## src/rtl/int8_conv_quad_mac_scale_top_macros.svh

```systemverilog
// ---------------------------------------------------------------------------
// int8_conv_quad_mac_scale_top_macros
// Assertion macros shared by the tap engine RTL; clocked on clk, off in rst.
// ---------------------------------------------------------------------------
`ifndef INT8_CONV_QUAD_MAC_SCALE_TOP_MACROS_SVH
`define INT8_CONV_QUAD_MAC_SCALE_TOP_MACROS_SVH

// same-cycle implication
`define ICQMS_AST_IMP(lbl, ante, cons) \
  lbl: assert property (@(posedge clk) disable iff (rst) (ante) |-> (cons)) \
    else $error("icqms: same-cycle check failed");

// next-cycle implication
`define ICQMS_AST_NXT(lbl, ante, cons) \
  lbl: assert property (@(posedge clk) disable iff (rst) (ante) |=> (cons)) \
    else $error("icqms: next-cycle check failed");

`endif

```

## src/rtl/icqms_pkg.sv

```systemverilog
// ---------------------------------------------------------------------------
// icqms_pkg
// Types and constants of the int8 four-channel convolution tap engine.
// ---------------------------------------------------------------------------
package icqms_pkg;

  localparam int SUM_WIDTH_DEF = 32;
  localparam int LANES         = 4;
  localparam int CFG_IDX_W     = 8;

  localparam logic [CFG_IDX_W-1:0] CFG_SCALE_CH0 = 8'd0;
  localparam logic [CFG_IDX_W-1:0] CFG_SCALE_CH1 = 8'd1;
  localparam logic [CFG_IDX_W-1:0] CFG_SCALE_CH2 = 8'd2;
  localparam logic [CFG_IDX_W-1:0] CFG_SCALE_CH3 = 8'd3;

  localparam logic signed [31:0] SCALE_ONE = 32'sd65536;

  typedef struct packed {
    logic [31:0] source_quad;
    logic [63:0] weights_low;
    logic [63:0] weights_high;
    logic        last_tap;
  } icqms_in_t;

  typedef struct packed {
    logic signed [31:0] out_ch3;
    logic signed [31:0] out_ch2;
    logic signed [31:0] out_ch1;
    logic signed [31:0] out_ch0;
  } icqms_out_t;

  typedef struct packed {
    logic acc_en;
    logic last;
    logic mul_lo;
    logic mul_hi;
  } icqms_ctl_t;

  typedef enum logic [1:0] {
    SCL_IDLE,
    SCL_LO,
    SCL_HI,
    SCL_OUT
  } scl_state_t;

endpackage

```

## src/rtl/icqms_lane.sv

```systemverilog
// ---------------------------------------------------------------------------
// icqms_lane
// One output channel: 4-term int8 dot product into a saturating accumulator,
// then a two-step Q16.16 scale with rounding and 32-bit saturation.
// ---------------------------------------------------------------------------
module icqms_lane #(
  parameter int SUM_WIDTH = icqms_pkg::SUM_WIDTH_DEF
) (
  input  logic                  clk,
  input  logic                  rst,
  input  icqms_pkg::icqms_ctl_t ctl,
  input  logic [31:0]           src,
  input  logic [31:0]           wts,
  input  logic signed [31:0]    scale,
  output logic signed [31:0]    result
);
  import icqms_pkg::*;

  localparam int HW   = SUM_WIDTH - 16;
  localparam int MW   = (HW > 16) ? HW : 16;
  localparam int PW   = MW + 32;
  localparam int MAGW = PW + 1;

  logic signed [15:0]          prod [4];
  logic signed [17:0]          tap_sum;
  logic signed [SUM_WIDTH:0]   sum_wide;
  logic [SUM_WIDTH-1:0]        acc_sat;
  logic signed [SUM_WIDTH-1:0] acc;
  logic [SUM_WIDTH-1:0]        mag_a;
  logic                        neg_a;
  logic [31:0]                 scale_u;
  logic [MW-1:0]               op_a;
  logic [PW-1:0]               mul;
  logic [47:0]                 plo;
  logic [PW-1:0]               phi;
  logic [47:0]                 plo_rnd;
  logic [MAGW-1:0]             mag;
  logic                        neg;
  logic [31:0]                 lim;
  logic [31:0]                 mag_c;

  always_comb begin
    tap_sum = '0;
    for (int i = 0; i < 4; i++) begin
      prod[i] = $signed(src[8*i +: 8]) * $signed(wts[8*i +: 8]);
      tap_sum = tap_sum + 18'(prod[i]);
    end
  end

  always_comb begin
    sum_wide = $signed({acc[SUM_WIDTH-1], acc}) + (SUM_WIDTH+1)'(tap_sum);
    if (sum_wide[SUM_WIDTH] != sum_wide[SUM_WIDTH-1]) begin
      acc_sat = sum_wide[SUM_WIDTH] ? {1'b1, {(SUM_WIDTH-1){1'b0}}}
                                    : {1'b0, {(SUM_WIDTH-1){1'b1}}};
    end else begin
      acc_sat = sum_wide[SUM_WIDTH-1:0];
    end
  end

  always_ff @(posedge clk) begin
    if (rst) begin
      acc <= '0;
    end else if (ctl.acc_en) begin
      acc <= ctl.last ? '0 : $signed(acc_sat);
    end
  end

  // hold the finished pixel sum as sign and magnitude
  always_ff @(posedge clk) begin
    if (ctl.acc_en && ctl.last) begin
      mag_a <= acc_sat[SUM_WIDTH-1] ? (~acc_sat + SUM_WIDTH'(1)) : acc_sat;
      neg_a <= acc_sat[SUM_WIDTH-1];
    end
  end

  assign scale_u = scale[31] ? (~scale + 32'd1) : scale;
  assign op_a    = ctl.mul_hi ? MW'(mag_a[SUM_WIDTH-1:16]) : MW'(mag_a[15:0]);
  assign mul     = PW'(op_a) * PW'(scale_u);

  always_ff @(posedge clk) begin
    if (ctl.mul_lo) begin
      plo <= mul[47:0];
    end
    if (ctl.mul_hi) begin
      phi <= mul;
    end
  end

  always_comb begin
    plo_rnd = plo + 48'h0000_0000_8000;
    mag     = MAGW'(phi) + MAGW'(plo_rnd[47:16]);
    neg     = neg_a ^ scale[31];
    lim     = neg ? 32'h8000_0000 : 32'h7FFF_FFFF;
    mag_c   = (mag > MAGW'(lim)) ? lim : mag[31:0];
    result  = neg ? $signed(~mag_c + 32'd1) : $signed(mag_c);
  end

endmodule

```

## config.mk

```make
export PLATFORM = sky130hd
export DESIGN_NAME = icqms_lane
export DESIGN_NICKNAME = d
export VERILOG_FILES = /design/src/rtl/int8_conv_quad_mac_scale_top_macros.svh /design/src/rtl/icqms_pkg.sv /design/src/rtl/icqms_lane.sv
export SDC_FILE = /design/constraint.sdc
export NUM_CORES = 2
export LEC_CHECK = 0
export BUFFER_PORTS_ARGS = -buffer_cell sky130_fd_sc_hd__buf_2
export CAP_MARGIN = 20
export CORE_MARGIN = 2
export CORE_UTILIZATION = 30
export CTS_CLUSTER_DIAMETER = 120
export DETAILED_ROUTE_END_ITERATION = 16
export PLACE_DENSITY = 0.42
export SLEW_MARGIN = 20
export SYNTH_ARGS = -nofsm -noshare
export SYNTH_HDL_FRONTEND = slang
export SYNTH_SLANG_ARGS = --single-unit
```

## constraint.sdc

```tcl
create_clock -name clk -period 12.8 [get_ports clk]
set_input_delay 0.64 -clock clk [delete_from_list [all_inputs] [get_ports clk]]
set_output_delay 0.64 -clock clk [all_outputs]
set_load 0.005 [all_outputs]
```

==> flow_metrics.tcl <==
set metrics [dict create \
    drc_errors 0 \
    tightest_slew_ns 1.047 \
    cts_tree "done" \
    port_buffers 133 \
    synth.avg_cell_area_sq_um 9.048 \
    setup_viol 0 \
    clockBufferDepth 2 \
    grt_pass1_wl_mm 205.6 \
    min_from "acc[2]$_SDFFE_PP0P_" \
    clock_latency_ns 0.47 \
    grt_pass1_vias 34370 \
    timing.rr.end "mag_a[26]$_DFFE_PP_" \
    finalCritPeriodShare 0.8964 \
    slew_headroom 0.2973 \
    syn_to_final_growth_pct 8.463 \
    outcome "finished, final reports clean" \
    drt_wl_total_mm 128.2 \
    antenna_left 0 \
    clockRootBuffer "clkbuf_16" \
    viasPerCell 4.773 \
    arrival_ns 11.69 \
    synth.net_count 6023 \
    slew_viol_final 0 \
    tns_ns 0 \
    regToRegSetupSlack_ns 1.78 \
    drive_gt1_frac 0.06068 \
    hold_path_end "acc[2]$_SDFFE_PP0P_" \
    crit_type "in -> reg" \
    startpoint "wts[24]" \
    grt_usage 0.1814 \
    drtIter0Drc 1537 \
    rsz0062_at_grt "false" \
    synth_cells 4721 \
    worstPathMaxFanout 16 \
    die_h_um 381.3 \
    worst_path_max_delay_cell "fa_1" \
    endpoint_kind "flop" \
    cap_violations 0 \
    io_pins 134 \
    start_util 0.3020 \
    postCtsSetupRepairBufs 0 \
    grt_max_degree 52 \
    skew_ns 0.01743 \
    layout.cells.most_common_list "953 x inv_1, 885 x fa_1, 641 x nand2_1" \
    gp_congestion 0.8306 \
    path_common_cell "fa_1" \
    critPathLaunchType "input port" \
    num_vias 31930 \
    drt_pre_antenna_iters 5 \
    overflow 0 \
    synth-edff-count 114 \
    clock_sinks 146 \
    synthesis.area_sq_um 42710 \
    die_w_um 381.3 \
    ys_ff_latch 146 \
    dpl.hpwl_mm 109.0 \
    rr_startpoint "acc[5]$_SDFFE_PP0P_" \
    holdPathStages 2 \
    holdCritPathClass "reg -> reg" \
    wire_per_inst_um 19.16 \
    nets 6085 \
    cts-buffers-inserted 17 \
    hold_buffers 0 \
    async_flop_share 0 \
    ys.flop_type "edfxtp_1" \
    cts_resized 0 \
    ctsHtreeMaxLevel 4 \
    worst_path_largest_cell_delay_ns 1.19 \
    layout_min_cycle_time_ns 11.47 \
    yosysSeqAreaShare 0.09514 \
    ys_warn_count 0 \
    crit_required_ns 13.02 \
    synth_cell_types 86 \
    cts.clk_slew.worst_paths_ns 0.07 \
    final_common_cell "inv_1" \
    max_freq_mhz 87.15 \
    die-area_sq_um 145400 \
    core_area_sq_um 141400 \
    reg2reg_depth 35 \
    antenna_found_initial 24 \
    std_cell_rows 138 \
    hold_viol_final 0 \
]
[per-layer routing]
metal	vias up	wire (um)	GRT usage	part of all wire
met5	-	147	0	0.0011
met4	22	1668	0.02694	0.013
met3	113	4731	0.02089	0.037
met2	540	63500	0.3167	0.50
met1	16260	58120	0.2453	0.45
li1	15000	-	-	-
[layout make-up]
cell class / count / area [sq um]
Fill cell: 14910 / 95080
Tap cell: 1890 / 2365
Inverter: 955 / 3585
Sequential cell: 146 / 4064
Clock buffer: 17 / 425.4
Clock inverter: 15 / 166.4
Antenna cell: 4 / 10.01
Timing Repair Buffer: 200 / 1191
Multi-Input combinational cell: 3463 / 34520
[synth_stat cells (8+ instances only)]
master | count | area share
a211oi_1 | 27 | 0.0047
o22ai_1 | 8 | 0.0012
xor2_1 | 53 | 0.011
nand3_1 | 57 | 0.0067
nor2b_1 | 59 | 0.0086
o2111ai_1 | 10 | 0.0021
dfxtp_1 | 32 | 0.015
a22oi_1 | 16 | 0.0028
inv_1 | 953 | 0.084
o211ai_1 | 12 | 0.0021
nor4_1 | 17 | 0.0025
o21a_1 | 22 | 0.0039
nand4_1 | 37 | 0.0054
edfxtp_1 | 114 | 0.080
clkbuf_1 | 147 | 0.013
a31oi_1 | 23 | 0.0034
and2_1 | 186 | 0.027
nor2_1 | 230 | 0.020
mux2_2 | 17 | 0.0045
a211o_1 | 14 | 0.0029
nand2_1 | 642 | 0.056
a221oi_1 | 10 | 0.0021
xnor2_1 | 137 | 0.028
or3_1 | 12 | 0.0018
a21o_1 | 42 | 0.0074
and4_1 | 12 | 0.0025
and3_1 | 33 | 0.0048
o21bai_1 | 16 | 0.0028
fa_1 | 885 | 0.41
a21oi_1 | 156 | 0.018
ha_1 | 315 | 0.092
nor3_1 | 67 | 0.0079
a221o_1 | 9 | 0.0021
o31ai_1 | 20 | 0.0035
nand2b_1 | 38 | 0.0056
or2_2 | 10 | 0.0015
mux2i_1 | 20 | 0.0047
o21ai_0 | 127 | 0.015
[worst max-delay path: cells and delay by family]
family,cells,cell delay (ns)
AO/OA/AOI/OAI,7,2.05
buffers and inverters,8,0.82
adder cells (fa/ha/maj),10,5.53
AND/OR/NAND/NOR,8,2.34
XOR/XNOR,1,0.26
[stage by stage]
step	cell area (sq um)	util	setup WS, ns	hold WS (ns)	std cells
floorplan	42710	-	1.301	0.4349	4721
global placement	45690	0.3231	1.055	0.4521	6653
detailed placement	45690	0.3231	0.8039	0.4566	6653
CTS	46280	0.3273	1.322	0.4666	6685
global route	46330	0.3276	0.6780	0.5045	6689
finish	46330	0.3276	1.326	0.4662	6690
[registers in the layout, indices dropped and copies added, names as in the netlist]
signal,count
acc,32
plo,33
mag_a,32
phi,48
neg_a,1
[worst max path at each step]
stage                     endpoint  slack (ns)  depth (start not counted)
5_1_grt        mag_a[26]$_DFFE_PP_        0.68                         34
2_1_floorplan  mag_a[26]$_DFFE_PP_        1.30                         35
3_3_place_gp   mag_a[26]$_DFFE_PP_        1.06                         34
6_report       mag_a[26]$_DFFE_PP_        1.33                         34
4_1_cts        mag_a[26]$_DFFE_PP_        1.32                         34
3_5_place_dp   mag_a[26]$_DFFE_PP_        0.80                         34
[cell families after synthesis]
logic type / share of synthesized area
DFF: 0.09514
muxes: 0.009169
AOI/OAI and AO/OA: 0.09145
buffers and inverters: 0.09801
adders and majority gates: 0.5071
and+or+nand+nor: 0.1602
xor gates and xnor gates: 0.03896
Power is not shown: default switching activity piles up to over one toggle a cycle in this logic, so the estimate is an artifact.
